## src/rtl/bbce_ram.sv

```systemverilog
// Generic single-write, single-read RAM with registered read data.
// No dependencies.
`default_nettype none
module bbce_ram #(
  parameter int WIDTH = 8,
  parameter int DEPTH = 16
) (
  input  wire logic                     clk,
  input  wire logic                     we,
  input  wire logic [$clog2(DEPTH)-1:0] waddr,
  input  wire logic [WIDTH-1:0]         wdata,
  input  wire logic [$clog2(DEPTH)-1:0] raddr,
  output logic      [WIDTH-1:0]         rdata
);
  logic [WIDTH-1:0] mem [DEPTH];

  always_ff @(posedge clk) begin
    if (we) begin
      mem[waddr] <= wdata;
    end
    rdata <= mem[raddr];
  end
endmodule
`default_nettype wire

```

## config.mk

```make
export PLATFORM = sky130hd
export DESIGN_NAME = bbce_ram
export DESIGN_NICKNAME = d
export VERILOG_FILES = /design/src/rtl/bbce_ram.sv
export SDC_FILE = /design/constraint.sdc
export NUM_CORES = 1
export LEC_CHECK = 0
export ABC_AREA = 1
export BUFFER_PORTS_ARGS = -buffer_cell sky130_fd_sc_hd__buf_4
export CAP_MARGIN = 40
export CELL_PAD_IN_SITES_DETAIL_PLACEMENT = 0
export CELL_PAD_IN_SITES_GLOBAL_PLACEMENT = 2
export CORE_UTILIZATION = 43
export CTS_CLUSTER_DIAMETER = 120
export DETAILED_ROUTE_END_ITERATION = 16
export PLACE_DENSITY_LB_ADDON = 0.1
export RECOVER_POWER = 50
export SYNTH_ARGS = -nofsm -noshare
export SYNTH_HDL_FRONTEND = slang
export SYNTH_SLANG_ARGS = --single-unit
```

## constraint.sdc

```tcl
create_clock -name clk -period 2.03 [get_ports clk]
set_input_delay 0.203 -clock clk [delete_from_list [all_inputs] [get_ports clk]]
set_output_delay 0.203 -clock clk [all_outputs]
set_load 0.01 [all_outputs]
```

==> results of run 1 <==
[area by class of cell]
class	instances	area, sq um	share of cell area [%]
multi-input combinational	289	1210	18.3
clock inverter	3	15.0	0.226
timing repair buffer	41	295	4.44
clock buffer	29	520	7.83
tap	172	215	3.24
sequential	136	4000	60.2
inverter	102	383	5.76
[worst paths after layout]
| path | from | endpoint | slack (ps) | depth (start not counted) |
|---|---|---|---|---|
| min reg2reg | mem[2][6] | rdata[6] | 650 | 6 |
| max reg2reg | mem[11][2] | rdata[2] | 1030 | 6 |
| min | raddr[3] | rdata[5] | 100 | 3 |
| max | rdata[5] | rdata[5] | 900 | 1 |
[metrics by stage]
step,worst slack (ps),power (W),utilization [%],cells
after global placement,501,0.00364,47.9,740
after global routing,867,0.00653,51.8,772
final,898,0.00634,51.8,772
after floorplan,876,0.00344,-,551
after CTS,870,0.00640,52.1,772
after detailed placement,506,0.00364,47.9,740
[power groups by stage]
| stage | clock network, W | logic, W | registers [W] |
|---|---|---|---|
| floorplan | 0 | 0.000221 | 0.00322 |
| global placement | 0 | 0.000415 | 0.00322 |
| detailed placement | 0 | 0.000415 | 0.00322 |
| CTS | 0.00282 | 0.000417 | 0.00316 |
| global route | 0.00292 | 0.000448 | 0.00317 |
| finish | 0.00278 | 0.000399 | 0.00317 |
[sequential cells by signal (all words and copies together) (netlist names)]
register  count
rdata         8
mem         128
[cell families (layout without fill, tap and decap cells)]
logic type,after synthesis,after routing,synth area share [%]
flip-flops,136,136,69.4
buffers and inverters,126,175,9.52
AND/OR/NAND/NOR,289,289,21.0
[per-layer routing]
metal	share of wire (%)	track usage, %	vias to the layer above
met1	48	30.4	1684
met2	44	29.5	98
li1	-	-	1844
met4	2.6	10.8	0
met3	5.1	4.75	25
met5	0	0	-
[cells in the final DEF (no fill, tap or decap), drive strengths merged]
master,count
buf,31
clkbuf,39
clkinv,3
dfxtp,8
edfxtp,128
inv,102
nand2,173
nand3,97
nand3b,2
nor2,17
==> metrics.md, run 1 <==
| Metric | Value |
|---|---|
| Outcome | completed |
| Syn Std Cell Area | 5770 sq um |
| CTS HTree Levels | 4 |
| Worst setup EP type | output pin |
| Cts repair resizes | 0 |
| 1st-pass router iterations | 4 |
| Synth warn | 0 |
| Synthesized flop and latch total | 136 |
| Core region area | 12800 sq um |
| Clk Latency, worst-skew pair | 420 ps |
| FMAX | 884 MHz |
| Most frequent cells after synthesis | 173 x nand2_1, 128 x edfxtp_1, 100 x inv_1 |
| EDFF count, synth | 128 |
| RSZ-0062 raised after global routing | no |
| Vias post-DR | 3651 |
| Clk slew on worst S/H paths | 50 ps |
| VDD IR-drop max | 0.617 mV |
| Diode count | 0 |
| Critical Path RT | 1830 ps |
| Largest net degree at the start of global routing | 34 |
| Crit share post-route | 55.7% |
| Critical path's largest stage delay | 370 ps |
| Final hold vios | 0 |
| Final Net Count | 605 |
| Die Ht | 118 um |
| CTS Root Cell | clkbuf_16 |
| Library cells used by synthesis | 12 |
| Leading area contributor after synthesis | edfxtp_1 |
| Gate power share | 6.3% |
| Syn Nets | 569 |
| Max-slew violations | 0 |
| Antenna-violating nets left | 0 |
| Skew final | 4.07 ps |
| Number of setup buffers added after CTS | 0 |
| Critical path class | register to output pin |
| Synthesized area per cell | 10.5 sq um |
| Fill count | 1169 |
| Placed Area | 6150 sq um |
| Grt ovf | 0 |
| Rows | 41 |
| Net Sw Power | 0.00136 W |
| Top cell type's share of synthesized area | 66.7% |
| # IOs | 26 |
| Post-route DRC | 0 |
| Reg power frac | 49.9% |
| Int Power | 0.00498 W |
| Die Width | 118 um |
| Synthesized instance count | 551 |
| CTS tree | done |
| Initial Util | 45.0% |
| Switch share | 21.4% |
| Main synth FF type | edfxtp_1 |
| Share of layout cells above drive strength 1 | 9.67% |
| First-pass GRT wire length | 20800 um |
| Die area | 13900 sq um |
| Vias per inst | 4.73 |
| Synth-to-Final Area Change | 15.3% |
| Wire length per cell | 17.3 um |
| Cts hold-fix bufs | 0 |
| Count leader, synth | nand2_1 |
| GRT Total Usage | 21.0% |
| Leak | 2.86 nW |
| Worst-Margin Slew | 914 ps |
| Max transition margin | 39.1% |
| Crit path time final | 1130 ps |
| Dpl hpwl | 8290 um |
| Worst EP arrival | 930 ps |
| Startpoint Class | register |
| Critical path's slowest cell | dfxtp_1 |
| Final TNS setup | 0 ps |
| MaxCap Viol Count | 0 |
| Number of buffers created by CTS | 17 |
| Vias in the first global route | 3489 |
| CP delay by family, top | flip-flops |
| Maximum buffer depth of the clock tree | 2 |
| Synth area leaders | edfxtp_1 67%, nand2_1 11%, nand3_1 8.4% |
| Final setup violation count | 0 |
| Worst-path cell chain | buf_4 |
| Port-buffer cells | 25 |
| Starting DRC count in detailed routing | 290 |
| Ys async rst share | 0% |
| Clock Sinks | 136 |
| Sequential share of the synthesized area | 69.4% |
| Min Hold Slack | 98.1 ps |
| CP max FO | 1 |
| Gp weighted congestion | 0.813 |
| Clk pwr share | 43.8% |
| Final Cell Area | 6650 sq um |
| Hold Crit Class | input pin to register |
| PwrDens | 954 nW/um^2 |
| Buf/Inv on CP | 1 |
| Drt total wl | 13400 um |
| Antenna violations before repair | 0 |
No activity file was read; power rests on OpenSTA's default activity.
==> run 2: changes to the inputs <==
--- a/config.mk
+++ b/config.mk
@@ -10,7 +10,7 @@
 export CAP_MARGIN = 40
 export CELL_PAD_IN_SITES_DETAIL_PLACEMENT = 0
 export CELL_PAD_IN_SITES_GLOBAL_PLACEMENT = 2
-export CORE_UTILIZATION = 43
+export CORE_UTILIZATION = 40
 export CTS_CLUSTER_DIAMETER = 120
 export DETAILED_ROUTE_END_ITERATION = 16
 export PLACE_DENSITY_LB_ADDON = 0.1
==> constraint.sdc (replaced) <==
create_clock -name clk -period 1.1 [get_ports clk]
set_input_delay 0.11 -clock clk [delete_from_list [all_inputs] [get_ports clk]]
set_output_delay 0.11 -clock clk [all_outputs]
set_load 0.01 [all_outputs]
==> run 2 against run 1 <==
  * First-iteration DRC count fell by 22%
  * Flip-flop and latch count is the same
  * Critical endpoint is now rdata[3]
  * Hold slack improved by 45 ps
  * Register-to-register slack worse by 950 ps
==> metrics.md, run 2 (same netlist as run 1, synthesis figures left out) <==
| Metric | Value |
|---|---|
| Clock Sinks | 136 |
| Rows | 43 |
| Dpl hpwl | 8900 um |
| 1st-pass router iterations | 4 |
| Worst setup EP type | output pin |
| Skew final | 7.06 ps |
| Diode count | 0 |
| Final setup violation count | 0 |
| Synth-to-Final Area Change | 19.6% |
| CP max FO | 1 |
| Clk slew on worst S/H paths | 60 ps |
| Starting DRC count in detailed routing | 227 |
| Vias in the first global route | 3710 |
| Placed Cells | 773 |
| Core region area | 14000 sq um |
| Number of setup buffers added after CTS | 0 |
| Buf/Inv on CP | 1 |
| FMAX | 968 MHz |
| MaxCap Viol Count | 0 |
| Die area | 14900 sq um |
| GRT Total Usage | 21.2% |
| First-pass GRT wire length | 21800 um |
| Maximum buffer depth of the clock tree | 2 |
| Crit path time final | 1030 ps |
| Worst-path cell chain | buf_4 |
| Leak | 3.00 nW |
| Cts hold-fix bufs | 0 |
| Max transition margin | 40.8% |
| Port-buffer cells | 25 |
| # IOs | 26 |
| Worst-Margin Slew | 888 ps |
| Max-slew violations | 0 |
| Antenna violations before repair | 0 |
| Critical path's slowest cell | dfxtp_1 |
| RSZ-0062 raised after global routing | no |
| CTS Root Cell | clkbuf_16 |
| Largest net degree at the start of global routing | 45 |
| Crit share post-route | 93.9% |
| Hold Crit Class | input pin to register |
| CP delay by family, top | flip-flops |
| Critical Path RT | 990 ps |
| Final Net Count | 630 |
| Startpoint Class | register |
| Critical path class | register to output pin |
| Commonest non-fill, non-tap cell in the layout | nand2_1 |
| Initial Util | 41.2% |
| PwrDens | 1700 nW/um^2 |
| Most frequent cells in the layout | 173 x nand2_1, 128 x edfxtp_1, 100 x inv_1 |
| Largest Register | mem |
| CTS tree | done |
| Antenna-violating nets left | 0 |
| Critical path's largest stage delay | 370 ps |
| VDD IR-drop max | 0.905 mV |
| Min Hold Slack | 143 ps |
| CTS HTree Levels | 4 |
| Post-route DRC | 0 |
| Die Ht | 122 um |
| Gp weighted congestion | 0.766 |
| Final hold vios | 0 |
| Die Width | 122 um |
| Wire length per cell | 17.3 um |
| Grt ovf | 0 |
| Number of buffers created by CTS | 17 |
| Drt total wl | 13900 um |
| Clk Latency, worst-skew pair | 410 ps |
| Fin cells | 805 |
| Vias per inst | 4.67 |
| Worst EP arrival | 920 ps |
| Vias post-DR | 3757 |
| Share of layout cells above drive strength 1 | 13.6% |
| Largest registers | mem: 128 flops, rdata: 8 flops |
| Outcome | completed |
| Number of flip-flops in the largest register | 128 |
## run 2: final cells by class
type                       instances  area, sq um
clock buffer                      27          473
clock inverter                     5         50.0
fill                            1322         7090
inverter                         102          383
multi-input combinational        289         1230
sequential                       136         4010
tap                              180          225
timing repair buffer              66          533
## run 2: where the power goes
group,internal [W],switching (W),total [W]
logic,0.000294,0.000536,0.000830
registers,0.00580,0.0000375,0.00584
clock network,0.00315,0.00193,0.00508
## run 2: what timing repair did
action | 4_1_cts | 5_1_grt
resized for setup | 1 | 3
cloned | 0 | 0
endpoints found under the setup margin | 1 | 3
## run 2: per-stage QoR
step	total power (W)	TNS, ps	cell area (sq um)	worst slack, ps	utilization [%]
after CTS	0.0119	0	6920	6.97	49.5
after detailed placement	0.00680	-2770	6400	-195	45.7
after floorplan	0.00635	0	5770	39.2	-
after global placement	0.00679	-2100	6400	-196	45.7
final	0.0117	0	6900	67.0	49.3
after global routing	0.0122	0	6900	10.1	49.3
## run 2: per-layer routing
| layer | global-route usage, % | part of all wire [%] | wire [um] | up-vias |
|---|---|---|---|---|
| li1 | - | - | - | 1898 |
| met1 | 27.2 | 45 | 6270 | 1769 |
| met2 | 34.4 | 49 | 6810 | 71 |
| met3 | 4.59 | 3.6 | 495 | 19 |
| met4 | 9.22 | 2.3 | 315 | 0 |
| met5 | 0 | 0 | 0 | - |
## run 2: worst paths after layout
kind | from | endpoint | slack (ps) | cells past startpoint
hold / removal | raddr[3] | rdata[1] | 140 | 4
hold reg to reg | mem[15][0] | rdata[0] | 670 | 6
setup reg to reg | mem[1][2] | rdata[2] | 80 | 6
setup / recovery | rdata[3] | rdata[3] | 70 | 1
## run 2: worst min-delay path, stage by stage
cell and delay, ps:
buf_4 100, buf_4 180, nand3_1 90, nand2_1 50
